`config.mk`:
```
export PLATFORM = sky130hd
export DESIGN_NAME = wwb_front
export DESIGN_NICKNAME = d
export VERILOG_FILES = /design/src/hw/rtl/wwb_pkg.sv /design/src/hw/rtl/wwb_front.sv
export SDC_FILE = /design/constraint.sdc
export NUM_CORES = 1
export LEC_CHECK = 0
export CAP_MARGIN = 0
export CORE_MARGIN = 1.5
export CORE_UTILIZATION = 35
export DETAILED_ROUTE_END_ITERATION = 16
export DONT_BUFFER_PORTS = 1
export PLACE_DENSITY_LB_ADDON = 0.2
export SYNTH_ARGS = -nofsm -noshare
export SYNTH_HDL_FRONTEND = slang
export SYNTH_SLANG_ARGS = --single-unit
export TNS_END_PERCENT = 5
```
`constraint.sdc`:
```
create_clock -name clk -period 2.99 [get_ports clk]
set_clock_uncertainty 0.1 [all_clocks]
set_input_delay 0.598 -clock clk [delete_from_list [all_inputs] [get_ports clk]]
set_output_delay 0.598 -clock clk [all_outputs]
set_load 0.02 [all_outputs]
```
`src/hw/rtl/wwb_pkg.sv`:
```
// shared types, constants and the kernel weight function of the window blur
// no dependencies
package wwb_pkg;

  localparam int MaxWidth    = 1024;
  localparam int Radius      = 3;
  localparam int CenterExtra = 10;
  localparam int Span        = 2 * Radius + 1;
  localparam int StoreSize   = 2 * Radius * MaxWidth + 2 * Radius + 2;
  localparam int AddrW       = $clog2(StoreSize);
  localparam int WidthW      = 11;
  localparam int HeightW     = 12;
  localparam int ColW        = 10;
  localparam int RowW        = 12;
  localparam int PendW       = 13;
  localparam int SumW        = 16;
  localparam int DivW        = 8;
  localparam int WtW         = 5;
  localparam int CntW        = $clog2(Span);
  localparam int OffW        = $clog2(Radius + 1);
  localparam int QDepth      = 4;
  localparam int QPtrW       = $clog2(QDepth);

  localparam logic CFG_FRAME_WIDTH  = 1'b0;
  localparam logic CFG_FRAME_HEIGHT = 1'b1;

  typedef struct packed {
    logic       flush;
    logic [7:0] red;
    logic [7:0] green;
    logic [7:0] blue;
  } item_t;

  typedef struct packed {
    logic                      start;
    logic [DivW-1:0]           divisor;
    logic [2:0][SumW-1:0]      dividend;
  } div_req_t;

  typedef enum logic [2:0] {
    ST_IDLE,
    ST_NEED,
    ST_DECIDE,
    ST_ACC,
    ST_DIV,
    ST_OUT
  } state_t;

  function automatic logic [WtW-1:0] kernel_weight(logic [CntW-1:0] dxi,
                                                   logic [CntW-1:0] dyi);
    logic [WtW-1:0] adx;
    logic [WtW-1:0] ady;
    logic [WtW-1:0] wt;
    adx = (dxi >= CntW'(Radius)) ? WtW'(dxi - CntW'(Radius)) : WtW'(CntW'(Radius) - dxi);
    ady = (dyi >= CntW'(Radius)) ? WtW'(dyi - CntW'(Radius)) : WtW'(CntW'(Radius) - dyi);
    wt  = WtW'(2 * Radius) - adx - ady;
    if (adx == '0 && ady == '0) begin
      wt = wt + WtW'(CenterExtra);
    end
    return wt;
  endfunction

endpackage

```
`src/hw/rtl/wwb_front.sv`:
```
// front queue: accepts input transactions and tags pixels versus flush ticks
// uses wwb_pkg
module wwb_front (
  input  logic               clk,
  input  logic               rst_n,
  input  logic               in_push,
  output logic               in_full,
  input  logic               in_action,
  input  logic [7:0]         in_red_in,
  input  logic [7:0]         in_green_in,
  input  logic [7:0]         in_blue_in,
  output logic               item_valid,
  output wwb_pkg::item_t     item,
  input  logic               item_pop
);

  wwb_pkg::item_t                 q_r [wwb_pkg::QDepth];
  logic [wwb_pkg::QPtrW-1:0]      wr_ptr_r, wr_ptr_nxt;
  logic [wwb_pkg::QPtrW-1:0]      rd_ptr_r, rd_ptr_nxt;
  logic [wwb_pkg::QPtrW:0]        cnt_r, cnt_nxt;
  logic                           do_push, do_pop;

  assign in_full    = (cnt_r == (wwb_pkg::QPtrW+1)'(wwb_pkg::QDepth));
  assign item_valid = (cnt_r != '0);
  assign item       = q_r[rd_ptr_r];
  assign do_push    = in_push && !in_full;
  assign do_pop     = item_pop && item_valid;

  always_comb begin
    wr_ptr_nxt = do_push ? wr_ptr_r + 1'b1 : wr_ptr_r;
    rd_ptr_nxt = do_pop ? rd_ptr_r + 1'b1 : rd_ptr_r;
    cnt_nxt    = cnt_r + (wwb_pkg::QPtrW+1)'(do_push) - (wwb_pkg::QPtrW+1)'(do_pop);
  end

  always_ff @(posedge clk) begin
    if (!rst_n) begin
      wr_ptr_r <= '0;
      rd_ptr_r <= '0;
      cnt_r    <= '0;
    end else begin
      wr_ptr_r <= wr_ptr_nxt;
      rd_ptr_r <= rd_ptr_nxt;
      cnt_r    <= cnt_nxt;
    end
  end

  always_ff @(posedge clk) begin
    if (do_push) begin
      q_r[wr_ptr_r] <= '{flush: in_action, red: in_red_in, green: in_green_in,
                         blue: in_blue_in};
    end
  end

endmodule

```
==> impl_metrics.toml, run 1 <==
[clock_tree]
cts_tree = "done"
post_cts_buffers = 0
cts-htree-levels = 3
root_buffer = "clkbuf_16"
holdBufCountCts = 0
ctsResizeCount = 0
path_clk_slew_ps = 70
cts_max_path_buffers = 2
cts_sinks = 109
cts_buffers = 9
insertion_delay_ps = 330

[power_and_ir_drop]
p_leak_nw = 1.45
vdd_ir_drop_max_v = 0.000305
powerDensity_mw_per_mm2 = 853
power_mw = 3.90

[routing]
dr.pass1.iters = 4
vias_per_cell = 5.01
antenna_left = 0
drtIter0Drc = 83
wl_per_cell_um = 20.5
routed_wl_mm = 6.95
route.detailed.drc = 0
vias = 1697

[min_path]
holdCritPathClass = "input pin to flop"
worstHoldPathCells = 0

[critical_path]
crit_fanout = 6
cp.arrival_ps = 2690
path_common_cell = "inv_1"
cp_cell_sequence = "nor3b_2, buf_4, nor2b_1, inv_1, ha_1, inv_1, ha_1, inv_1, fa_1, xnor2_1, xnor2_1, and2_1"
cp_data_required_time_ps = 3120
cp-start-kind = "flop"
crit_path_top_delay_cell = "dfxtp_1"
critPathKind = "flop to flop"
max_stage_delay_ps = 480
cp-end-kind = "flop"
r2r_cells = 12

[global_route]
antenna_found_initial = 0
grt_max_degree = 26
grt_pass1_wl_mm = 10.7
overflow = 0
grt_pass1_vias = 1849
grt_use_total_pct = 11.9

[cells_and_area]
final_nets = 227
drive_gt1_share_pct = 23.0
diodes = 0
stdcell_area_mm2 = 0.00458
area_delta_synth_final_pct = 10.5
final_cells = 339

[timing]
tns_ps = 0
hold_viol = 0
layout_min_cycle_time_ps = 2560
setup_viol = 0
relSlewSlack_pct = 72.5
fmax_mhz = 391
setup_ws_ps = 430
fin_crit_sh_pct = 85.6
grt_setup_unrepaired = "false"
drv_slew = 0
tightest_slew_ps = 413

[floorplan]
core.rowCount = 39
die_y_um = 112
die_w_um = 112
coreArea_mm2 = 0.0115
die-area_mm2 = 0.0125
io-pin-count = 56
start_util_pct = 36.1

[synth]
syn_area_per_cell_um2 = 23.1
netlist_instances = 179
synth_nets = 215
ys_ff_latch = 109
synth_top_cell_by_area = "edfxtp_1"
synth_top_area_share_pct = 72.5
yosysSeqAreaShare_pct = 76.8
netlist_area_mm2 = 0.00414
ys_warn_count = 0
yosysUniqueCellTypes = 21
synthTopCellsByArea = "edfxtp_1 (72%), mux4_2 (11%), dfxtp_1 (4.3%)"

[place]
port_buffers = 0
gp_congestion = 0.701
placedInstanceArea_mm2 = 0.00431
post-place-ws_ps = 400
post-place-cells = 323
dp_hpwl_mm = 4.42

[run]
maxCapViolCount = 0

[outcome]
status = "finished clean"
power breakdown:
part	internal (mW)	total, mW	switching [mW]
combinational	0.361	0.921	0.560
clock	0.563	1.05	0.490
sequential	1.86	1.93	0.0706
total	2.78	3.90	1.12
layout make-up:
type,instances,area (µm²)
flip-flops and latches,109,3180
multi-input cells,57,860
repair buffers,9,67.6
well taps,143,179
clock buffers,10,229
inverters,5,18.8
fillers,987,6890
clock inverters,6,37.5
critical path, delay by kind of cell, from the launching register on:
kind	cells	cell delay [ps]
adders and majority gates	3	800
buffers and inverters	4	340
and+or+nand+nor	3	430
DFF	1	480
xor gates and xnor gates	2	310
per-layer routing:
metal,GRT usage [%],vias up,part of all wire [%],wire length (µm)
li1,-,750,-,-
met1,12.3,900,38,2650
met2,21.4,40,55,3810
met3,4.74,7,6.1,425
met4,4.56,0,0.98,68
met5,0,-,0,0
cell usage in the layout (no fill, tap or decap):
| cell type | n |
|---|---|
| and2_1 | 7 |
| inv_6 | 2 |
| mux4_1 | 5 |
| fa_1 | 1 |
| dfxtp_1 | 8 |
| o31a_1 | 1 |
| or3_1 | 1 |
| nor2b_1 | 4 |
| clkinv_2 | 1 |
| ha_1 | 6 |
| dfxtp_2 | 1 |
| xnor2_1 | 4 |
| nand2_1 | 4 |
| clkbuf_16 | 9 |
| edfxtp_1 | 100 |
| mux2i_1 | 2 |
| inv_1 | 5 |
| o311ai_2 | 1 |
| nor3b_2 | 1 |
| mux4_2 | 20 |
| clkbuf_1 | 1 |
| clkinv_1 | 2 |
| clkinvlp_4 | 1 |
| buf_4 | 9 |
worst paths after layout:
kind,startpoint,to,slack (ps)
worst min-delay path,in_blue_in[2],q_r[0][2],250
worst min register to register,wr_ptr_r[1],wr_ptr_r[1],400
worst max register to register,cnt_r[1],cnt_r[2],430
worst max-delay path,cnt_r[1],cnt_r[2],430
cells in the mapped netlist:
master,count
and2_1,7
buf_12,2
buf_2,2
buf_6,2
clkbuf_1,1
clkbuf_2,1
dfxtp_1,9
edfxtp_1,100
fa_1,1
ha_1,6
inv_1,5
mux2i_1,2
mux4_1,5
mux4_2,20
nand2_1,4
nor2b_1,4
nor3b_2,1
o311ai_2,1
o31a_1,1
or3_1,1
xnor2_1,4
flip-flops by register name, summed over array words and instances (netlist names), named ones only:
signal    count
cnt_r         3
q_r         100
rd_ptr_r      2
wr_ptr_r      2
per-stage QoR:
stage,utilization (%),hold slack (ps)
after global routing,39.9,229
after floorplan,-,368
after detailed placement,37.6,397
after CTS,39.9,236
after global placement,37.6,377
final,39.9,252
kinds of logic (layout without fill, tap and decap cells):
logic type | Yosys count | count (layout) | synth area share, %
AOI/OAI and AO/OA | 2 | 2 | 0.604
DFF | 109 | 109 | 76.8
and+or+nand+nor | 17 | 17 | 2.48
muxes | 27 | 27 | 14.5
xor gates and xnor gates | 4 | 4 | 0.846
adders and majority gates | 7 | 7 | 2.30
buffers and inverters | 13 | 30 | 2.42
(Power assumes the default switching activity.)
==> inputs of run 2 (changes only) <==
--- a/config.mk
+++ b/config.mk
@@ -5,6 +5,7 @@
 export SDC_FILE = /design/constraint.sdc
 export NUM_CORES = 1
 export LEC_CHECK = 0
+export ABC_AREA = 1
 export CAP_MARGIN = 0
 export CORE_MARGIN = 1.5
 export CORE_UTILIZATION = 35
==> run 2 against run 1 <==
Register-to-register slack improved by 240 ps; power is 6.1% higher; sequential share of layout area is 2.7 points lower; flip-flop and latch count unchanged; cell area increased by 4.0%; sequential power hardly changed; first-iteration DRC count rose by 2.4%; maximum frequency decreased by 0.19%; critical path type is now flop to output pin.
==> impl_metrics.toml, run 2 <==
[min_path]
holdPathEnd = "q_r[2][7]"
worstHoldPathCells = 0
worstHoldStart = "in_blue_in[7]"
holdCritPathClass = "input pin to flop"

[routing]
vias_per_cell = 4.96
dr.pass1.iters = 4
met1_length_mm = 3.54
antenna_left = 0
dr.max_layer_used = "met4"
route.detailed.drc = 0
wl_per_cell_um = 17.7
drtIter0Drc = 85
routed_wl_mm = 8.26
dr_wl_met3_um = 540
routed-wl-met2_mm = 4.07
vias = 2312

[critical_path]
rr_endpoint = "cnt_r[2]"
max_stage_delay_ps = 500
cp_data_required_time_ps = 2290
cp-end-kind = "output pin"
timing.rr.start = "cnt_r[1]"
critPathKind = "flop to output pin"
reg2reg_setup_slack_ps = 670
crit_path_top_delay_cell = "inv_4"
crit_fanout = 50
r2r_cells = 10
cp_top_family = "compound AO/OA/AOI/OAI gates"
cp_cell_sequence = "inv_4, o21ai_1, o22ai_1"
cp.arrival_ps = 1870
cp_num_buf_inv = 1
cp-start-kind = "flop"

[place]
gp_congestion = 0.675
post-place-cells = 450
port_buffers = 0
dp_hpwl_mm = 4.97

[clock_tree]
ctsResizeCount = 0
root_buffer = "clkbuf_16"
cts_tree = "done"
cts_max_path_buffers = 2
path_clk_slew_ps = 70
post_cts_buffers = 0
cts_sinks = 109
cts-htree-levels = 3
holdBufCountCts = 0
insertion_delay_ps = 340
cts_buffers = 9

[floorplan]
coreArea_mm2 = 0.0120
start_util_pct = 35.8
io-pin-count = 56
core.rowCount = 40
die-area_mm2 = 0.0129
die_w_um = 114
die_y_um = 114

[timing]
fmax_mhz = 390
whs_ps = 246
grt_setup_unrepaired = "false"
drv_slew = 0
hold_viol = 0
tightest_slew_ps = 631
layout_min_cycle_time_ps = 2560
tns_ps = 0
relSlewSlack_pct = 57.9
fin_crit_sh_pct = 85.8
setup_viol = 0

[cells_and_area]
layout_commonest_cell = "edfxtp_1"
drive_gt1_share_pct = 16.3
final_nets = 350
diodes = 0
final_cells = 466
area_delta_synth_final_pct = 10.8
fillerInstances = 1130
final_cell_mix = "edfxtp_1 (100), nor2_1 (57), o21ai_1 (25), o22ai_1 (25), o21ai_2 (20)"
reg_top3 = "q_r (100), cnt_r (3)"
regMostFlops = "q_r"
largest_register_ffs = 100

[power_and_ir_drop]
p_leak_nw = 1.62
seqPwrFrac_pct = 46.8
vdd_ir_drop_max_v = 0.000329
combPwrFrac_pct = 24.6
netSwitchingFraction_pct = 32.2
power_switching_mw = 1.33
p_int_mw = 2.81
power_mw = 4.14
clkPwrFrac_pct = 28.6
powerDensity_mw_per_mm2 = 870

[synth]
yosysUniqueCellTypes = 21
synth_top_area_share_pct = 69.9
synth_edf_count = 100
synth_top_cell_by_area = "edfxtp_1"
async_flop_share_pct = 0
netlist_instances = 308
synthMuxAreaShare_pct = 0
syn_area_per_cell_um2 = 13.9
synth_nets = 344
synth-adder-area-share_pct = 2.21
synth.most_common_cell = "edfxtp_1"
synth_top_family_by_area = "compound AO/OA/AOI/OAI gates"
yosysSeqAreaShare_pct = 74.1
ys_warn_count = 0
synthTopCellsByArea = "edfxtp_1 (70%), nor2_1 (5.3%), dfxtp_1 (4.2%)"
netlist_area_mm2 = 0.00430
synthXorXnorAreaFrac_pct = 0
yosys-top-cells-count = "edfxtp_1 (100), nor2_1 (61), o21ai_1 (25), o22ai_1 (25), o21ai_2 (20)"
synth_compound_area_share_pct = 12.1
yosys_most_used_dff = "edfxtp_1"
synth-simple-area-share_pct = 7.08
ys_ff_latch = 109

[global_route]
overflow = 0
grt_pass1_wl_mm = 12.8
grt_use_total_pct = 13.5
grt_pass1_vias = 2301
antenna_found_initial = 0
grt_max_degree = 51

[outcome]
status = "finished clean"

[run]
maxCapViolCount = 0
==> run 2: cells by family after synthesis <==
group	count (synthesis)
buf+inv	32
fa+ha+maj	7
flops	109
compound gates	82
simple gates	78
==> run 2: final cells by class <==
cell class | count | area (µm²) | share of cell area, %
clock buffers | 15 | 268 | 5.63
well taps | 147 | 184 | 3.87
flip-flops and latches | 109 | 3180 | 66.9
repair buffers | 10 | 75.1 | 1.58
multi-input cells | 167 | 951 | 20.0
inverters | 17 | 66.3 | 1.39
clock inverters | 1 | 30.0 | 0.631
==> run 2: worst max-delay path by stage <==
stage                  start   endpoint  depth (start not counted)
CTS                     flop   item[22]                          3
finish                  flop   item[22]                          3
global placement    cnt_r[1]   cnt_r[2]                         10
floorplan            in_push  q_r[0][0]                          2
detailed placement  cnt_r[1]   cnt_r[2]                         10
global route            flop   item[22]                          3
==> run 2: power by group through the flow <==
stage	Sequential [mW]	Combinational, mW	Clock, mW
2_1_floorplan	1.95	0.851	0
3_5_place_dp	1.97	1.04	0
4_1_cts	1.94	1.04	1.21
6_report	1.94	1.02	1.18
5_1_grt	1.96	1.13	1.27
3_3_place_gp	1.97	1.02	0
==> run 2: per-stage QoR <==
| stage | setup slack, ps | utilization [%] | instance area (µm²) |
|---|---|---|---|
| floorplan | 703 | - | 4300 |
| global placement | 731 | 37.1 | 4460 |
| detailed placement | 686 | 37.1 | 4460 |
| CTS | 367 | 39.6 | 4760 |
| global route | 283 | 39.6 | 4760 |
| finish | 426 | 39.6 | 4760 |
==> run 2: worst reg2reg max path: cells and delay by family (launching register included) <==
family | cells | cell delay [ps]
AO/OA/AOI/OAI | 1 | 180
adder cells (fa/ha/maj) | 3 | 800
buffers and inverters | 2 | 100
flip-flops | 1 | 360
AND/OR/NAND/NOR | 4 | 700
==> run 2: layer usage <==
metal | GRT usage, % | vias up
met2 | 22.4 | 48
met1 | 16.3 | 1127
met3 | 4.89 | 11
met4 | 4.75 | 0
met5 | 0 | -
li1 | - | 1126
==> inputs of run 3 (changes only) <==
--- a/config.mk
+++ b/config.mk
@@ -11,6 +11,7 @@
 export CORE_UTILIZATION = 35
 export DETAILED_ROUTE_END_ITERATION = 16
 export DONT_BUFFER_PORTS = 1
+export GPL_TIMING_DRIVEN = 0
 export PLACE_DENSITY_LB_ADDON = 0.2
 export SYNTH_ARGS = -nofsm -noshare
 export SYNTH_HDL_FRONTEND = slang
==> run 3 against run 2 <==
Core utilization increased by 0.50 points; highest routed layer unchanged; largest cell class unchanged; largest power group unchanged; setup slack improved by 210 ps; cell area increased by 1.3%; critical path type unchanged.
==> impl_metrics.toml, run 3 (synthesized netlist as in run 2, its figures left out) <==
[cells_and_area]
regMostFlops = "q_r"
fin_util_pct = 40.1
area_delta_synth_final_pct = 12.2
final_nets = 355
fillerInstances = 1134
largest_register_ffs = 100
diodes = 0
layout_commonest_cell = "edfxtp_1"
final_cell_mix = "edfxtp_1 (100), nor2_1 (57), o21ai_1 (25), o22ai_1 (25), o21ai_2 (20)"
reg_top3 = "q_r (100), cnt_r (3)"
drive_gt1_share_pct = 17.6

[critical_path]
crit_fanout = 10
cp.arrival_ps = 1660
rr_endpoint = "cnt_r[2]"
max_stage_delay_ps = 440
cp_top_family = "compound AO/OA/AOI/OAI gates"
r2r_cells = 10
cp_cell_sequence = "inv_2, buf_6, o21ai_2, o22ai_1"
critPathKind = "flop to output pin"
cp_data_required_time_ps = 2290
reg2reg_setup_slack_ps = 650
cp_num_buf_inv = 2
timing.rr.start = "cnt_r[1]"
cp-end-kind = "output pin"
cp-start-kind = "flop"
crit_path_top_delay_cell = "o22ai_1"

[timing]
hold_viol = 0
tightest_slew_ps = 899
drv_slew = 0
fin_crit_sh_pct = 78.8
grt_setup_unrepaired = "false"
setup_viol = 0
layout_min_cycle_time_ps = 2360
relSlewSlack_pct = 39.9
fmax_mhz = 425

[floorplan]
die_y_um = 114
start_util_pct = 35.8
die_w_um = 114
core.rowCount = 40
die-area_mm2 = 0.0129
coreArea_mm2 = 0.0120
io-pin-count = 56

[routing]
dr.pass1.iters = 4
wl_per_cell_um = 18.4
routed_wl_mm = 8.65
antenna_left = 0
route.detailed.drc = 0
vias = 2312
drtIter0Drc = 139
vias_per_cell = 4.91

[global_route]
antenna_found_initial = 0
grt_use_total_pct = 14.2
grt_pass1_wl_mm = 13.2
grt_max_degree = 26
overflow = 0
grt_pass1_vias = 2301

[place]
gp_congestion = 0.664
port_buffers = 0
dp_hpwl_mm = 5.29

[clock_tree]
holdBufCountCts = 0
cts_max_path_buffers = 2
insertion_delay_ps = 340
cts_buffers = 9
cts-htree-levels = 3
path_clk_slew_ps = 60
ctsResizeCount = 0
post_cts_buffers = 0
root_buffer = "clkbuf_16"
cts_tree = "done"
cts_sinks = 109

[min_path]
worstHoldStart = "in_blue_in[6]"
holdPathEnd = "q_r[0][6]"
worstHoldPathCells = 0
holdCritPathClass = "input pin to flop"

[power_and_ir_drop]
power_mw = 4.25
powerDensity_mw_per_mm2 = 881
vdd_ir_drop_max_v = 0.000445
p_leak_nw = 1.65

[run]
maxCapViolCount = 0

[outcome]
status = "finished clean"
[run 3: changes by cell type in the layout (fill, tap and decap cells not counted), sizes merged]
cell	change
clkinvlp	+1
clkbuf	-3
clkinv	+1
bufinv	+1
buf	+5
[run 3: layout make-up]
type	instances	area (µm²)	area share, %
flip-flops and latches	109	3180	66.1
multi-input cells	167	951	19.7
clock buffers	12	236	4.91
well taps	147	184	3.82
plain buffers	15	125	2.60
clock inverters	4	72.6	1.51
inverters	17	66.3	1.38
[run 3: report_power, final]
part / switching (mW) / internal, mW
clock network: 0.488 / 0.733
registers: 0.0668 / 1.86
logic: 0.809 / 0.284
[run 3: worst max path at each step]
stage                     slack (ps)  startpoint    endpoint  cells after the start
after detailed placement         630    cnt_r[1]    cnt_r[2]                     10
final                            630        flop    item[15]                      4
after CTS                        580        flop     item[6]                      4
after floorplan                  700     in_push   q_r[0][0]                      2
after global placement          -390    cnt_r[1]  q_r[0][12]                      4
after global routing             460    cnt_r[1]    cnt_r[2]                     10
[run 3: routing by layer]
metal	track usage [%]	up-vias	wire, µm
met1	17.4	1104	3530
met3	5.42	12	630
met2	22.5	59	4300
met5	0	-	0
li1	-	1137	-
met4	6.25	0	183
[run 3: metrics by stage]
step	area (µm²)	setup WS, ps	std cells	hold slack, ps	TNS (ps)
final	4820	635	471	247	0
after global routing	4820	459	471	232	0
after CTS	4820	579	471	237	0
after detailed placement	4510	634	455	375	0
after global placement	4480	-386	455	369	-28540
after floorplan	4300	703	308	348	0
