### config.mk
export PLATFORM = sky130hd
export DESIGN_NAME = wwb_div
export DESIGN_NICKNAME = d
export VERILOG_FILES = /design/src/hw/rtl/wwb_pkg.sv /design/src/hw/rtl/wwb_div.sv
export SDC_FILE = /design/constraint.sdc
export NUM_CORES = 1
export LEC_CHECK = 0
export BUFFER_PORTS_ARGS = -buffer_cell sky130_fd_sc_hd__clkbuf_2
export CAP_MARGIN = 0
export CORE_ASPECT_RATIO = 0.9
export CORE_MARGIN = 1.5
export CORE_UTILIZATION = 57
export DETAILED_ROUTE_END_ITERATION = 8
export PLACE_DENSITY = 0.81
export SLEW_MARGIN = 20
export SYNTH_ARGS = -nofsm -noshare
export SYNTH_HDL_FRONTEND = slang
export SYNTH_SLANG_ARGS = --single-unit
### constraint.sdc
create_clock -name clk -period 2.93 [get_ports clk]
set_input_delay 0.586 -clock clk [delete_from_list [all_inputs] [get_ports clk]]
set_output_delay 0.586 -clock clk [all_outputs]
set_load 0.03 [all_outputs]
### src/hw/rtl/wwb_pkg.sv
// shared types, constants and the kernel weight function of the window blur
// no dependencies
package wwb_pkg;

  localparam int MaxWidth    = 1024;
  localparam int Radius      = 3;
  localparam int CenterExtra = 10;
  localparam int Span        = 2 * Radius + 1;
  localparam int StoreSize   = 2 * Radius * MaxWidth + 2 * Radius + 2;
  localparam int AddrW       = $clog2(StoreSize);
  localparam int WidthW      = 11;
  localparam int HeightW     = 12;
  localparam int ColW        = 10;
  localparam int RowW        = 12;
  localparam int PendW       = 13;
  localparam int SumW        = 16;
  localparam int DivW        = 8;
  localparam int WtW         = 5;
  localparam int CntW        = $clog2(Span);
  localparam int OffW        = $clog2(Radius + 1);
  localparam int QDepth      = 4;
  localparam int QPtrW       = $clog2(QDepth);

  localparam logic CFG_FRAME_WIDTH  = 1'b0;
  localparam logic CFG_FRAME_HEIGHT = 1'b1;

  typedef struct packed {
    logic       flush;
    logic [7:0] red;
    logic [7:0] green;
    logic [7:0] blue;
  } item_t;

  typedef struct packed {
    logic                      start;
    logic [DivW-1:0]           divisor;
    logic [2:0][SumW-1:0]      dividend;
  } div_req_t;

  typedef enum logic [2:0] {
    ST_IDLE,
    ST_NEED,
    ST_DECIDE,
    ST_ACC,
    ST_DIV,
    ST_OUT
  } state_t;

  function automatic logic [WtW-1:0] kernel_weight(logic [CntW-1:0] dxi,
                                                   logic [CntW-1:0] dyi);
    logic [WtW-1:0] adx;
    logic [WtW-1:0] ady;
    logic [WtW-1:0] wt;
    adx = (dxi >= CntW'(Radius)) ? WtW'(dxi - CntW'(Radius)) : WtW'(CntW'(Radius) - dxi);
    ady = (dyi >= CntW'(Radius)) ? WtW'(dyi - CntW'(Radius)) : WtW'(CntW'(Radius) - dyi);
    wt  = WtW'(2 * Radius) - adx - ady;
    if (adx == '0 && ady == '0) begin
      wt = wt + WtW'(CenterExtra);
    end
    return wt;
  endfunction

endpackage

### src/hw/rtl/wwb_div.sv
// three-lane restoring divider, one quotient bit per cycle, shared divisor
// uses wwb_pkg
module wwb_div (
  input  logic                                    clk,
  input  logic                                    rst_n,
  input  wwb_pkg::div_req_t                       req,
  output logic                                    busy,
  output logic [2:0][7:0]                         quotient
);

  localparam int CW = $clog2(wwb_pkg::SumW + 1);

  logic [2:0][wwb_pkg::SumW-1:0] quo_r, quo_nxt;
  logic [2:0][wwb_pkg::DivW-1:0] rem_r, rem_nxt;
  logic [wwb_pkg::DivW-1:0]      dvs_r;
  logic [CW-1:0]                 cnt_r, cnt_nxt;
  logic                          busy_r, busy_nxt;
  logic [wwb_pkg::DivW:0]        trial;

  assign busy = busy_r;

  always_comb begin
    quo_nxt  = quo_r;
    rem_nxt  = rem_r;
    cnt_nxt  = cnt_r;
    busy_nxt = busy_r;
    trial    = '0;
    if (req.start) begin
      quo_nxt  = req.dividend;
      rem_nxt  = '0;
      cnt_nxt  = '0;
      busy_nxt = 1'b1;
    end else if (busy_r) begin
      for (int ch = 0; ch < 3; ch++) begin
        trial = {rem_r[ch], quo_r[ch][wwb_pkg::SumW-1]};
        if (trial >= {1'b0, dvs_r}) begin
          trial       = trial - {1'b0, dvs_r};
          quo_nxt[ch] = {quo_r[ch][wwb_pkg::SumW-2:0], 1'b1};
        end else begin
          quo_nxt[ch] = {quo_r[ch][wwb_pkg::SumW-2:0], 1'b0};
        end
        rem_nxt[ch] = trial[wwb_pkg::DivW-1:0];
      end
      cnt_nxt = cnt_r + 1'b1;
      if (cnt_r == CW'(wwb_pkg::SumW - 1)) begin
        busy_nxt = 1'b0;
      end
    end
  end

  always_ff @(posedge clk) begin
    if (!rst_n) begin
      busy_r <= 1'b0;
      cnt_r  <= '0;
    end else begin
      busy_r <= busy_nxt;
      cnt_r  <= cnt_nxt;
    end
  end

  always_ff @(posedge clk) begin
    quo_r <= quo_nxt;
    rem_r <= rem_nxt;
    if (req.start) begin
      dvs_r <= req.divisor;
    end
  end

  always_comb begin
    for (int ch = 0; ch < 3; ch++) begin
      quotient[ch] = quo_r[ch][7:0];
    end
  end

endmodule

==> impl_summary.md, run 1 <==
Status
The flow ran to the end, and the final reports show no timing, DRC or antenna violations.

Logic synthesis
The fraction of the yosys area taken by sequential cells is 0.4647. The most common flop cell mapped by yosys is sky130_fd_sc_hd__edfxtp_1. In this run, synthesis inferred 56 flip-flops with an integrated enable.

The proportion of synthesized flip-flops having asynchronous set or reset is 0. A synthesized cell averages 11.29 sq um. The netlist uses 54 different library cells. Synthesis produced 435 cells. The synthesized design contains 86 register bits. In this run the cell area of the synthesized design comes to 0.004911 sq mm. Synthesis produced a netlist with a net count of 523.

Yosys printed 0 warnings.

Worst setup path
In this run the register-to-register setup slack is 0.53 ns. The data arrival time at the worst-slack endpoint is 2.67 ns. The worst-case reg-to-reg path depth is 8. Of all nets on the critical path, the largest fanout is 9. The worst setup path is launched from a register. The required time of the critical path is 3.20 ns. The type of destination of the critical path is a register. The critical register-to-register path endpoint is rem_r[1]$_SDFFE_PP0P_. In this run the critical register-to-register path is launched from dvs_r[6]$_DFFE_PP_. The critical path is of the register to register type.

STA
The count of endpoints failing hold in the final timing report is 0. Of the available clock period, the critical path in the final layout requires 0.8188. The headroom to the max-slew limit is 0.5932. The final number of max-transition violations came to 0. Setup repair after global routing left no endpoint under its margin.

The worst slack on hold paths is 0.3923 ns. Timing would allow up to 0.4168 GHz. On the final layout, the worst clock skew is 0.01206 ns. The total setup violations reported at the end of the flow is 0. The time the worst path needs with I/O delays and setup is 2.399 ns. The final total negative setup slack is 0 ns. The transition at the pin with the smallest max-transition slack is 0.6102 ns.

Clock network
After clock tree synthesis, the clock-pin slew on the worst setup and hold paths is 0.10 ns. Post-CTS repair changed the size of 0 cells. Clock latency on the worst-skew pair, taken at its later pin, is 0.36 ns.

The clock sink total is 86. The cell at the root of the clock tree is sky130_fd_sc_hd__clkbuf_8. Clock tree synthesis inserted a total of 9 buffers. Buffers inserted to repair hold after CTS numbered 0. The post-CTS repair timing setup buffer count is 0.

The clock passes through at most 2 buffers. The CTS tree is done. The deepest level of the CTS H-tree is 3.

Floorplan
For this configuration, the core starts out at a cell density of 0.6001. In this run the standard cell core region covers 0.008184 sq mm. The die covers 0.009182 sq mm.

The die is 100.8 um wide. For this design the top-level I/O count stands at 84. The floorplan has 31 rows. The die height is 91.06 um.

Pwr
The power per unit of standard cell area is 532.8 mW/mm^2. The leakage power total is 2.333 nW. The design draws 0.002929 W.

VDD sags by at most 0.4345 mV.

GRT
For this run, the total global-route usage over all layers was measured as 0.2428. The total congestion overflow is 0. The maximum number of pins on one net before global-route repair is 37. The number of global-route vias before repair is 3585.

The number of antenna violations at the first check in global routing is 0. The first-pass GRT wire length is 17260 um.

Min path
The origin of the worst min-delay path is req[48]. The number of stages on the worst hold path is 1. The hold path endpoint is dvs_r[0]$_DFFE_PP_. The type of the worst min-delay path is input pin to register.

Layout
The fraction of layout cells with a size suffix above 1 is 0.3227. The net count of the finished layout is 585. The library cells used most frequently in the layout, excluding fill and tap cells, are sky130_fd_sc_hd__clkbuf_2, sky130_fd_sc_hd__edfxtp_1, sky130_fd_sc_hd__mux2_2. The finished layout holds 617 standard cells, fillers aside. The diode insertion count for antenna repair is 0. The layout-stage area growth over the synthesis result is 11.95%. The final design instance area without fill is 0.005498 sq mm. The most common cell after layout, fill and taps aside is sky130_fd_sc_hd__clkbuf_2.

Route
Wires add up to 10320 um. The count of TritonRoute iterations in the first routing pass is 5. In this run, the number of DRC markers left after iteration 0 of detailed routing was 203. For this run, design rule violations remaining after detail routing come to 0.

In the final routed layout, each cell accounts on average for 16.72 um. The number of nets still failing antenna checks after routing is 0. The number of vias in the routed layout is 3541. After detailed routing, the number of vias per cell comes to 5.739.

Placed design
During placement, the flow inserted port buffers numbering 83. Routability-driven placement finished with a final weighted congestion of 0.9378. The total cell area at the placement stage is 0.005293 sq mm. The sum of net half-perimeters after detailed placement is 7484 um. In this run, placement finished with an instance count of 601.

Run
Max-cap violations in this run came to 0.
-- layer usage --
| layer | up-vias | track usage | share of wire |
|---|---|---|---|
| met2 | 130 | 0.3908 | 0.48 |
| met4 | 0 | 0.06338 | 0.016 |
| met1 | 1696 | 0.3179 | 0.43 |
| li1 | 1700 | - | - |
| met5 | - | 0 | 0 |
| met3 | 15 | 0.07544 | 0.078 |
-- cell type report --
type                    instances  area (sq um)
fillers                       636          2686
multi-input cells             286          2285
flip-flops and latches         86          2282
repair buffers                 93         503.0
well taps                     115         143.9
clock buffers                   9         123.9
clock inverters                 7         81.33
inverters                      21         78.83
-- metrics by stage --
stage	setup slack (ns)	util
3_3_place_gp	0.6021	0.6467
5_1_grt	0.3598	0.6718
6_report	0.5310	0.6718
2_1_floorplan	0.4058	-
3_5_place_dp	0.5597	0.6467
4_1_cts	0.5391	0.6718
-- critical path, cell delays in order, from the launching register on --
cell and delay (ns):
sky130_fd_sc_hd__edfxtp_1 0.37, sky130_fd_sc_hd__inv_1 0.11, sky130_fd_sc_hd__ha_1 0.31, sky130_fd_sc_hd__and2_1 0.21, sky130_fd_sc_hd__and3_1 0.17, sky130_fd_sc_hd__a311o_1 0.46
sky130_fd_sc_hd__or2_0 0.26, sky130_fd_sc_hd__buf_4 0.18, sky130_fd_sc_hd__o311ai_2 0.25
-- Yosys cell counts, types with 3 or more instances --
master	count	share of area
sky130_fd_sc_hd__a21oi_1	11	0.011
sky130_fd_sc_hd__clkbuf_1	13	0.0099
sky130_fd_sc_hd__o31a_1	3	0.0054
sky130_fd_sc_hd__xor2_1	11	0.020
sky130_fd_sc_hd__edfxtp_1	56	0.34
sky130_fd_sc_hd__mux2_2	46	0.11
sky130_fd_sc_hd__xnor2_1	4	0.0071
sky130_fd_sc_hd__o21a_1	5	0.0076
sky130_fd_sc_hd__o31ai_1	7	0.011
sky130_fd_sc_hd__nand2b_1	10	0.013
sky130_fd_sc_hd__a21o_1	7	0.011
sky130_fd_sc_hd__buf_4	24	0.037
sky130_fd_sc_hd__inv_1	21	0.016
sky130_fd_sc_hd__ha_1	26	0.066
sky130_fd_sc_hd__a31oi_1	4	0.0051
sky130_fd_sc_hd__nand2_1	23	0.018
sky130_fd_sc_hd__and3_1	4	0.0051
sky130_fd_sc_hd__o211ai_1	8	0.012
sky130_fd_sc_hd__o21ai_1	5	0.0051
sky130_fd_sc_hd__o21ai_0	6	0.0061
sky130_fd_sc_hd__a211oi_1	4	0.0061
sky130_fd_sc_hd__a221oi_1	3	0.0054
sky130_fd_sc_hd__nor2_1	30	0.023
sky130_fd_sc_hd__a32oi_1	6	0.011
sky130_fd_sc_hd__mux2i_1	11	0.022
sky130_fd_sc_hd__nor2b_1	9	0.011
sky130_fd_sc_hd__nand3_1	3	0.0031
sky130_fd_sc_hd__dfxtp_1	30	0.12
sky130_fd_sc_hd__nor3_1	4	0.0041
sky130_fd_sc_hd__fa_1	3	0.012
-- registers in the layout (all words and copies together), names as in the netlist --
name,count
dvs_r,8
busy,1
cnt_r,5
rem_r,24
quo_r,24
quotient,24
-- cells by family (layout without fill, tap and decap cells) --
kind of cell | Yosys count | count (layout) | synth area share
buf+inv | 63 | 130 | 0.07006
xor+xnor | 15 | 15 | 0.02675
fa+ha+maj | 29 | 29 | 0.07847
mux | 57 | 57 | 0.1279
flops | 86 | 86 | 0.4647
compound gates | 92 | 92 | 0.1412
simple gates | 93 | 93 | 0.09096
-- power by group --
part           total (W)  switching (W)  internal, W  leakage [nW]
Combinational   0.000602       0.000347     0.000255          1.42
Clock           0.000866       0.000460     0.000406         0.101
Sequential       0.00146      0.0000546      0.00141         0.807
Total            0.00293       0.000861      0.00207          2.33
-- worst max-delay path by stage --
| stage | from | end | cells past startpoint |
|---|---|---|---|
| final | dvs_r[6]$_DFFE_PP_ | rem_r[1]$_SDFFE_PP0P_ | 8 |
| after CTS | dvs_r[6]$_DFFE_PP_ | rem_r[1]$_SDFFE_PP0P_ | 8 |
| after floorplan | req[56] | quo_r[10]$_DFFE_PP_ | 4 |
| after global routing | dvs_r[6]$_DFFE_PP_ | rem_r[0]$_SDFFE_PP0P_ | 8 |
| after detailed placement | dvs_r[6]$_DFFE_PP_ | rem_r[1]$_SDFFE_PP0P_ | 8 |
| after global placement | dvs_r[6]$_DFFE_PP_ | quotient[0]$_DFFE_PP_ | 7 |
Note: power is estimated with default switching activity, not from simulation.
==> inputs of run 2 (changes only) <==
--- a/config.mk
+++ b/config.mk
@@ -5,13 +5,14 @@
 export SDC_FILE = /design/constraint.sdc
 export NUM_CORES = 1
 export LEC_CHECK = 0
+export ABC_AREA = 1
 export BUFFER_PORTS_ARGS = -buffer_cell sky130_fd_sc_hd__clkbuf_2
 export CAP_MARGIN = 0
 export CORE_ASPECT_RATIO = 0.9
 export CORE_MARGIN = 1.5
 export CORE_UTILIZATION = 57
 export DETAILED_ROUTE_END_ITERATION = 8
-export PLACE_DENSITY = 0.81
+export PLACE_DENSITY = 0.8
 export SLEW_MARGIN = 20
 export SYNTH_ARGS = -nofsm -noshare
 export SYNTH_HDL_FRONTEND = slang
==> constraint.sdc (replaced) <==
create_clock -name clk -period 2.4 [get_ports clk]
set_input_delay 0.48 -clock clk [delete_from_list [all_inputs] [get_ports clk]]
set_output_delay 0.48 -clock clk [all_outputs]
set_load 0.03 [all_outputs]
==> impl_summary.md, run 2 <==
Logic synthesis
The proportion of netlist area held by the largest area contributor was 0.3256 (-0.01684). The synthesized instance count was 661 (+52%). By count the netlist is led by sky130_fd_sc_hd__nand2_1, sky130_fd_sc_hd__inv_1, sky130_fd_sc_hd__nand3_1. sky130_fd_sc_hd__edfxtp_1 takes more of the synthesized area than any other cell. By area the synthesized netlist is led by sky130_fd_sc_hd__edfxtp_1, sky130_fd_sc_hd__nand2_1, sky130_fd_sc_hd__dfxtp_1, sky130_fd_sc_hd__ha_1, sky130_fd_sc_hd__nand3_1. The number of synthesized flops with an enable pin is 56 (unchanged). The total nets after synthesis is 749 (+43%). The mean area per synthesized cell is 7.814 sq um (-31%). The total number of yosys warnings came to 0 (unchanged).

The number of distinct library cell variants in the gate-level netlist after synthesis came to 33 (-39%). The library cell with the highest instance count after synthesis is sky130_fd_sc_hd__nand2_1. The proportion of synthesized flip-flops having asynchronous set or reset came to 0 (unchanged). The post-synthesis cell area is 0.005165 sq mm (+5.2%). The flip-flop and latch count after synthesis came to 86 (unchanged). The most common flop cell mapped by yosys is sky130_fd_sc_hd__edfxtp_1.

The fraction of the yosys area taken by sequential cells was 0.4419 (-0.02285).

STA
The count of endpoints failing hold in the final timing report came to 0 (unchanged). Setup repair after global routing left no endpoint under its margin. The final total negative setup slack came to 0 ns (unchanged). The worst-case setup margin in the final layout is 0.4773 ns (-0.05368 ns). The headroom to the max-slew limit is 0.7100 (+0.1168). The time the worst path needs with I/O delays and setup is 1.923 ns (-0.4763 ns). The share of the clock period used by the worst path after layout is 0.8011 (-0.01765).

The final number of max-transition violations is 0 (unchanged). The total setup violations reported at the end of the flow was 0 (unchanged). The transition at the pin with the smallest max-transition slack is 0.4343 ns (-0.1759 ns). The worst-case clock skew is 0.01084 ns (-0.001216 ns). The maximum clock rate is 0.5201 GHz (+25%).

Clock network
The clock sink total is 86 (unchanged). The clock-pin slew reported for the worst setup and hold paths after clock tree synthesis is 0.09 ns (about the same). The post-CTS repair timing setup buffer count came to 0 (unchanged). The number of resized instances in the post-cts repair step is 0 (unchanged). The worst-skew pair later-pin latency came to 0.35 ns (about the same).

The CTS tree is done. The number of buffers on the longest clock path was 2 (unchanged). The number of buffers inserted during clock tree synthesis was 9 (unchanged). The post-cts hold buffer count is 0 (unchanged). The deepest level of the CTS H-tree was 3 (unchanged). The cell at the root of the clock tree is sky130_fd_sc_hd__clkbuf_8.

Route
The post-detailed-route DRC marker count is 0 (unchanged). The routed length per placed instance is 13.59 um (-19%). The total wirelength of the detailed-routed design came to 11510 um (+12%).

The detailed router's first-iteration violation count is 289 (+42%). The number of vias in the routed layout is 4454 (+26%). The detail-routed via count per cell is 5.259 (-8.4%). Signal routing reaches up to met4. The number of nets still failing antenna checks after routing is 0 (unchanged).

The met3 routed wirelength is 894 um (+11%). The met2 wirelength from detailed routing is 5550 um (+13%). The count of TritonRoute iterations in the first routing pass is 5 (unchanged). The wire length on met1 is 4853 um (+9.9%).

GRT
The number of antenna violations at the first check in global routing is 0 (unchanged). The number of global-route vias before repair is 4389 (+22%). The maximum number of pins on one net before global-route repair came to 47 (+27%). The overall fraction of global-route tracks in use is 0.2606 (+0.01778). The first-pass GRT wire length is 19710 um (+14%). The total congestion overflow is 0 (unchanged).

Floorplan
The starting utilization of the core area is 0.5945 (-0.005591). The core area is 0.008688 sq mm (+6.2%). The die height is 93.31 um (+2.5%).

The number of top-level pins is 84 (unchanged). The number of standard-cell rows in the floorplan was 32 (+3.2%). The horizontal die dimension was 103.3 um (+2.5%). The area of the die came to 0.009642 sq mm (+5.0%).

Pwr
The leakage power total is 3.045 nW (+31%). The power per unit of standard cell area came to 604.5 mW/mm^2 (+13%). The worst supply voltage drop on vdd is 0.3753 mV (-14%).

Status
The flow ran to the end, and the final reports show no timing, DRC or antenna violations.

Run
The number of max-cap violations came to 0 (unchanged).

Layout
The diode insertion count for antenna repair is 0 (unchanged). The fraction of layout cells with a size suffix above 1 was 0.1813 (-0.1414). The area occupied by multi-input gates came to 0.002349 sq mm (+2.8%). The net count of the finished layout came to 811 (+39%). The layout-stage area growth over the synthesis result is 10.66%. The combined flip-flop and latch cell area was 0.002282 sq mm (unchanged).

Leaving out fill and tap cells, the most frequent cell in the layout is sky130_fd_sc_hd__nand2_1. Leaving out fill and tap cells, the most frequent cells in the layout are sky130_fd_sc_hd__nand2_1, sky130_fd_sc_hd__clkbuf_2, sky130_fd_sc_hd__inv_1. The total of fill cells in the finished design is 724 (+14%). The final core area utilization was 0.6578 (-0.01393).

Min path
The tightest min-delay check is of the input pin to register type. The number of stages on the worst hold path is 1 (unchanged).

Worst setup path
The required time of the critical path was 2.70 ns (-0.50 ns). STA classifies the critical path endpoint as a register. The data arrival time at the worst-slack endpoint is 2.22 ns (-0.45 ns). The worst setup path is launched from a register.

The start-to-end type of the worst setup path is register to register. The highest net fanout along the worst path is 10 (+1). The worst-case reg-to-reg path depth is 11 (+3).

Placed design
The setup slack at placement is 0.5059 ns (-0.05380 ns). The final weighted congestion in routability-driven placement was 0.9540 (+1.7%). The number of input and output port buffers inserted is 83 (unchanged). The sum of net half-perimeters after detailed placement was 8556 um (+14%).
## run 2: cell types whose count changed after synthesis, sizes merged, moves of 8 or more
cell | before | now
inv | 21 | 73
mux2 | 46 | 0
mux2i | 11 | 0
nand2 | 23 | 297
nand2b | 10 | 0
nand3 | 3 | 63
nand3b | 0 | 8
nor2b | 9 | 0
o211ai | 8 | 0
o21ai | 11 | 0
## run 2: worst paths after layout
path / from / end / slack, ns
hold reg to reg: rem_r[3]$_SDFFE_PP0P_ / rem_r[3]$_SDFFE_PP0P_ / 0.48
setup / recovery: dvs_r[1]$_DFFE_PP_ / rem_r[9]$_SDFFE_PP0P_ / 0.48
setup reg to reg: dvs_r[1]$_DFFE_PP_ / rem_r[9]$_SDFFE_PP0P_ / 0.48
hold / removal: req[51] / dvs_r[3]$_DFFE_PP_ / 0.30
## run 2: critical path, cell delays in order (launching register included)
cell,delay [ns]
sky130_fd_sc_hd__edfxtp_1,0.51
sky130_fd_sc_hd__inv_1,0.14
sky130_fd_sc_hd__ha_1,0.32
sky130_fd_sc_hd__nand2_1,0.10
sky130_fd_sc_hd__inv_2,0.04
sky130_fd_sc_hd__nand3_1,0.09
sky130_fd_sc_hd__nor2_2,0.05
sky130_fd_sc_hd__nor2_4,0.25
sky130_fd_sc_hd__nand2_4,0.12
sky130_fd_sc_hd__nand2_1,0.07
sky130_fd_sc_hd__nand3_1,0.09
sky130_fd_sc_hd__nand2_1,0.08
## run 2: routing by layer
metal | track usage | up-vias
met5 | 0 | -
met4 | 0.07432 | 0
met3 | 0.05007 | 30
met2 | 0.4341 | 190
met1 | 0.3449 | 2031
li1 | - | 2203
## run 2: per-stage QoR
stage	instance area, sq um	cells	power, W	hold slack [ns]
after global placement	5542	831	0.002534	0.4606
after floorplan	5165	661	0.002389	0.4436
final	5715	847	0.003455	0.2966
after CTS	5715	847	0.003462	0.2842
after detailed placement	5542	831	0.002556	0.4655
after global routing	5715	847	0.003620	0.2823
## run 2: area by class of cell
type / count / area share
multi-input cells: 462 / 0.4109
flip-flops and latches: 86 / 0.3993
repair buffers: 91 / 0.08538
inverters: 73 / 0.04794
well taps: 119 / 0.02605
clock buffers: 10 / 0.02233
clock inverters: 6 / 0.008100
## run 2: kinds of logic after synthesis
kind of cell / synth area share
compound gates: 0.02543
xor+xnor: 0.01526
fa+ha+maj: 0.07461
buf+inv: 0.1034
flops: 0.4419
simple gates: 0.3394
## run 2: power by group
part / leakage [nW] / switching (W) / internal, W / total [W]
registers: 0.814 / 0.0000642 / 0.00171 / 0.00178
clock network: 0.0829 / 0.000539 / 0.000382 / 0.000920
logic: 2.15 / 0.000492 / 0.000264 / 0.000756
==> inputs of run 3 (changes only) <==
==> constraint.sdc (replaced) <==
create_clock -name clk -period 1.8 [get_ports clk]
set_input_delay 0.36 -clock clk [delete_from_list [all_inputs] [get_ports clk]]
set_output_delay 0.36 -clock clk [all_outputs]
set_load 0.03 [all_outputs]
==> impl_summary.md, run 3 (synthesis gave the netlist of run 2 again) <==
Status
The flow ran to the end, and the final reports show no timing, DRC or antenna violations.

Floorplan
The area of the die was 0.009642 sq mm (unchanged). The starting utilization of the core area is 0.5945 (unchanged). The core area is 0.008688 sq mm (unchanged). The number of top-level pins came to 84 (unchanged). The number of standard-cell rows in the floorplan is 32 (unchanged). The die height is 93.31 um (unchanged). The horizontal die dimension came to 103.3 um (unchanged).

Route
The number of nets still failing antenna checks after routing is 0 (unchanged). The detailed router's first-iteration violation count came to 328 (+13%). The routed length per placed instance came to 13.64 um (+0.34%). The post-detailed-route DRC marker count came to 0 (unchanged). The number of vias in the routed layout is 4431 (-0.52%). The count of TritonRoute iterations in the first routing pass was 5 (unchanged). The total wirelength of the detailed-routed design is 11690 um (+1.5%). The detail-routed via count per cell is 5.170 (-1.7%).

Layout
The most common cell after layout, fill and taps aside is sky130_fd_sc_hd__nand2_1. The total of fill cells in the finished design is 656 (-9.4%). The layout-stage area growth over the synthesis result is 19.62%. The fraction of layout cells with a size suffix above 1 is 0.2629 (+0.08155). The area occupied by multi-input gates is 0.002653 sq mm (+13%). The net count of the finished layout is 821 (+1.2%). In the layout the commonest cells are sky130_fd_sc_hd__nand2_1, sky130_fd_sc_hd__clkbuf_2, sky130_fd_sc_hd__inv_1. The combined flip-flop and latch cell area is 0.002282 sq mm (unchanged). The diode insertion count for antenna repair is 0 (unchanged).

Worst setup path
The cell that appears most often on the critical path is sky130_fd_sc_hd__nand3_1. The critical register-to-register path endpoint is rem_r[6]$_SDFFE_PP0P_. The worst-case reg-to-reg path depth was 9 (-2).

The largest stage delay on the critical path came to 0.42 ns (-0.09 ns). The start-to-end type of the worst setup path is register to register. Traced cell by cell, the critical path runs through inv_2 > ha_1 > nand3_2 > nor2_4 > a21oi_4 > clkbuf_16 > nand3_1 > nand3_1 > nand2_1. The required time of the critical path is 2.04 ns (-0.66 ns).

The number of buffer and inverter instances along the worst setup path is 2 (unchanged). The highest net fanout along the worst path is 5 (-5). The family with the most delay on the worst path is flip-flops. The most critical setup path has its startpoint at dvs_r[1]$_DFFE_PP_. The minimum setup slack among reg-to-reg paths is 0.06 ns (-0.42 ns). The startpoint identified for the worst register-to-register timing path is dvs_r[1]$_DFFE_PP_. STA classifies the critical path startpoint as a register. The worst setup path is captured at a register. On the critical path, the stage with the largest delay is an instance of sky130_fd_sc_hd__edfxtp_1. The data arrival time at the worst-slack endpoint is 1.99 ns (-0.23 ns).

STA
The total setup violations reported at the end of the flow is 0 (unchanged). Setup repair after global routing could not meet its margin everywhere. The final number of max-transition violations is 0 (unchanged). The time the worst path needs with I/O delays and setup is 1.743 ns (-0.1796 ns). The worst-case clock skew came to 0.01968 ns (+0.008839 ns). The maximum clock rate came to 0.5737 GHz (+10%). The count of endpoints failing hold in the final timing report is 0 (unchanged).

The worst-case setup margin in the final layout is 0.05685 ns (-0.4204 ns). The transition at the pin with the smallest max-transition slack is 0.3436 ns (-0.09072 ns). The headroom to the max-slew limit was 0.7706 (+0.06059).

The worst slack on hold paths came to 0.1854 ns (-0.1113 ns). The share of the clock period used by the worst path after layout was 0.9684 (+0.1673).

Pwr
The switching power total is 0.001491 W (+36%). The share of total power in sequential cells is 0.485 (-0.030). The leakage power total is 3.130 nW (+2.8%). The proportion of power drawn by combinational gates is 0.236 (+0.017). The switching share of total power was 0.3041 (-0.01276). The worst supply voltage drop on vdd is 0.5956 mV (+59%). The power per unit of standard cell area was 793.5 mW/mm^2 (+31%). The clock network power share is 0.279 (+0.013).

The internal power of the cells is 0.003412 W (+45%).

Placed design
The number of input and output port buffers inserted is 83 (unchanged). The sum of net half-perimeters after detailed placement is 8168 um (-4.5%). The setup slack at placement is -0.02278 ns (-0.5287 ns).

The final weighted congestion in routability-driven placement is 0.9237 (-3.2%).

GRT
The maximum number of pins on one net before global-route repair is 54 (+15%). The number of global-route vias before repair was 4075 (-7.2%). The number of antenna violations at the first check in global routing is 0 (unchanged).

The total congestion overflow is 0 (unchanged). The first-pass GRT wire length is 18770 um (-4.8%). The overall fraction of global-route tracks in use is 0.2490 (-0.01162).

Clock network
The worst-skew pair later-pin latency was 0.36 ns (about the same). The clock sink total came to 86 (unchanged). The cell at the root of the clock tree is sky130_fd_sc_hd__clkbuf_8.

The post-cts hold buffer count is 0 (unchanged). The clock-pin slew reported for the worst setup and hold paths after clock tree synthesis is 0.08 ns (about the same). The number of buffers inserted during clock tree synthesis was 9 (unchanged).

The CTS tree is done. The number of buffers on the longest clock path is 2 (unchanged). The deepest level of the CTS H-tree is 3 (unchanged).

Run
The number of max-cap violations is 0 (unchanged).

Min path
The type of the worst min-delay path is input pin to register. The number of stages on the worst hold path is 1 (unchanged). The hold path endpoint is dvs_r[7]$_DFFE_PP_.

The worst hold path begins at req[55].
==> run 3: cell types whose count changed in the layout (fill, tap and decap cells not counted), sizes merged <==
cell,before,now
nor2,23,24
clkinv,3,0
nand2,297,299
clkbuf,93,97
buf,8,14
==> run 3: power by group through the flow <==
stage               registers, W  logic [W]  clock network, W
detailed placement       0.00241    0.00100                 0
global placement         0.00241   0.000984                 0
global route             0.00240    0.00127           0.00148
finish                   0.00238    0.00116           0.00137
CTS                      0.00237    0.00102           0.00140
floorplan                0.00239   0.000799                 0
==> run 3: area by class of cell <==
class	count	share of cell area
inverter	73	0.04577
timing repair buffer	98	0.09842
clock buffer	13	0.02936
tap	119	0.02410
sequential	86	0.3694
multi-input combinational	465	0.4293
clock inverter	3	0.003645
==> run 3: worst register-to-register path, stage by stage (launching register included) <==
cell and delay (ns):
sky130_fd_sc_hd__edfxtp_1 0.42, sky130_fd_sc_hd__inv_2 0.12, sky130_fd_sc_hd__ha_1 0.29, sky130_fd_sc_hd__nand3_2 0.13, sky130_fd_sc_hd__nor2_4 0.04, sky130_fd_sc_hd__a21oi_4 0.22
sky130_fd_sc_hd__clkbuf_16 0.18, sky130_fd_sc_hd__nand3_1 0.10, sky130_fd_sc_hd__nand3_1 0.11, sky130_fd_sc_hd__nand2_1 0.05
==> run 3: worst max path at each step <==
stage                                         to  cells past startpoint
after floorplan              quo_r[10]$_DFFE_PP_                      2
after global placement    quotient[16]$_DFFE_PP_                      8
after detailed placement  quotient[16]$_DFFE_PP_                      8
after CTS                 rem_r[20]$_SDFFE_PP0P_                      9
after global routing      rem_r[20]$_SDFFE_PP0P_                      9
final                      rem_r[6]$_SDFFE_PP0P_                      9
==> run 3: layer usage <==
layer	part of all wire	GRT usage	routed length, um
met4	0.012	0.05405	139
met3	0.059	0.04709	687
met1	0.45	0.3570	5272
met2	0.48	0.3932	5587
met5	0	0	0
==> run 3: metrics by stage <==
stage          power, W  area, sq um   TNS, ns  std cells    util
2_1_floorplan  0.003188         5176         0        661       -
3_3_place_gp   0.003393         5578  -0.02838        831  0.6420
3_5_place_dp   0.003414         5578  -0.02782        831  0.6420
4_1_cts        0.004790         5822         0        849  0.6701
5_1_grt        0.005142         6178  -0.09068        857  0.7111
6_report       0.004903         6178         0        857  0.7111
==> run 3: timing repair <==
item | CTS | global route
pin swaps | 0 | 15
resized for setup | 0 | 65
endpoints found under the setup margin | 15 | 27
setup buffers | 2 | 4
cloned | 0 | 4
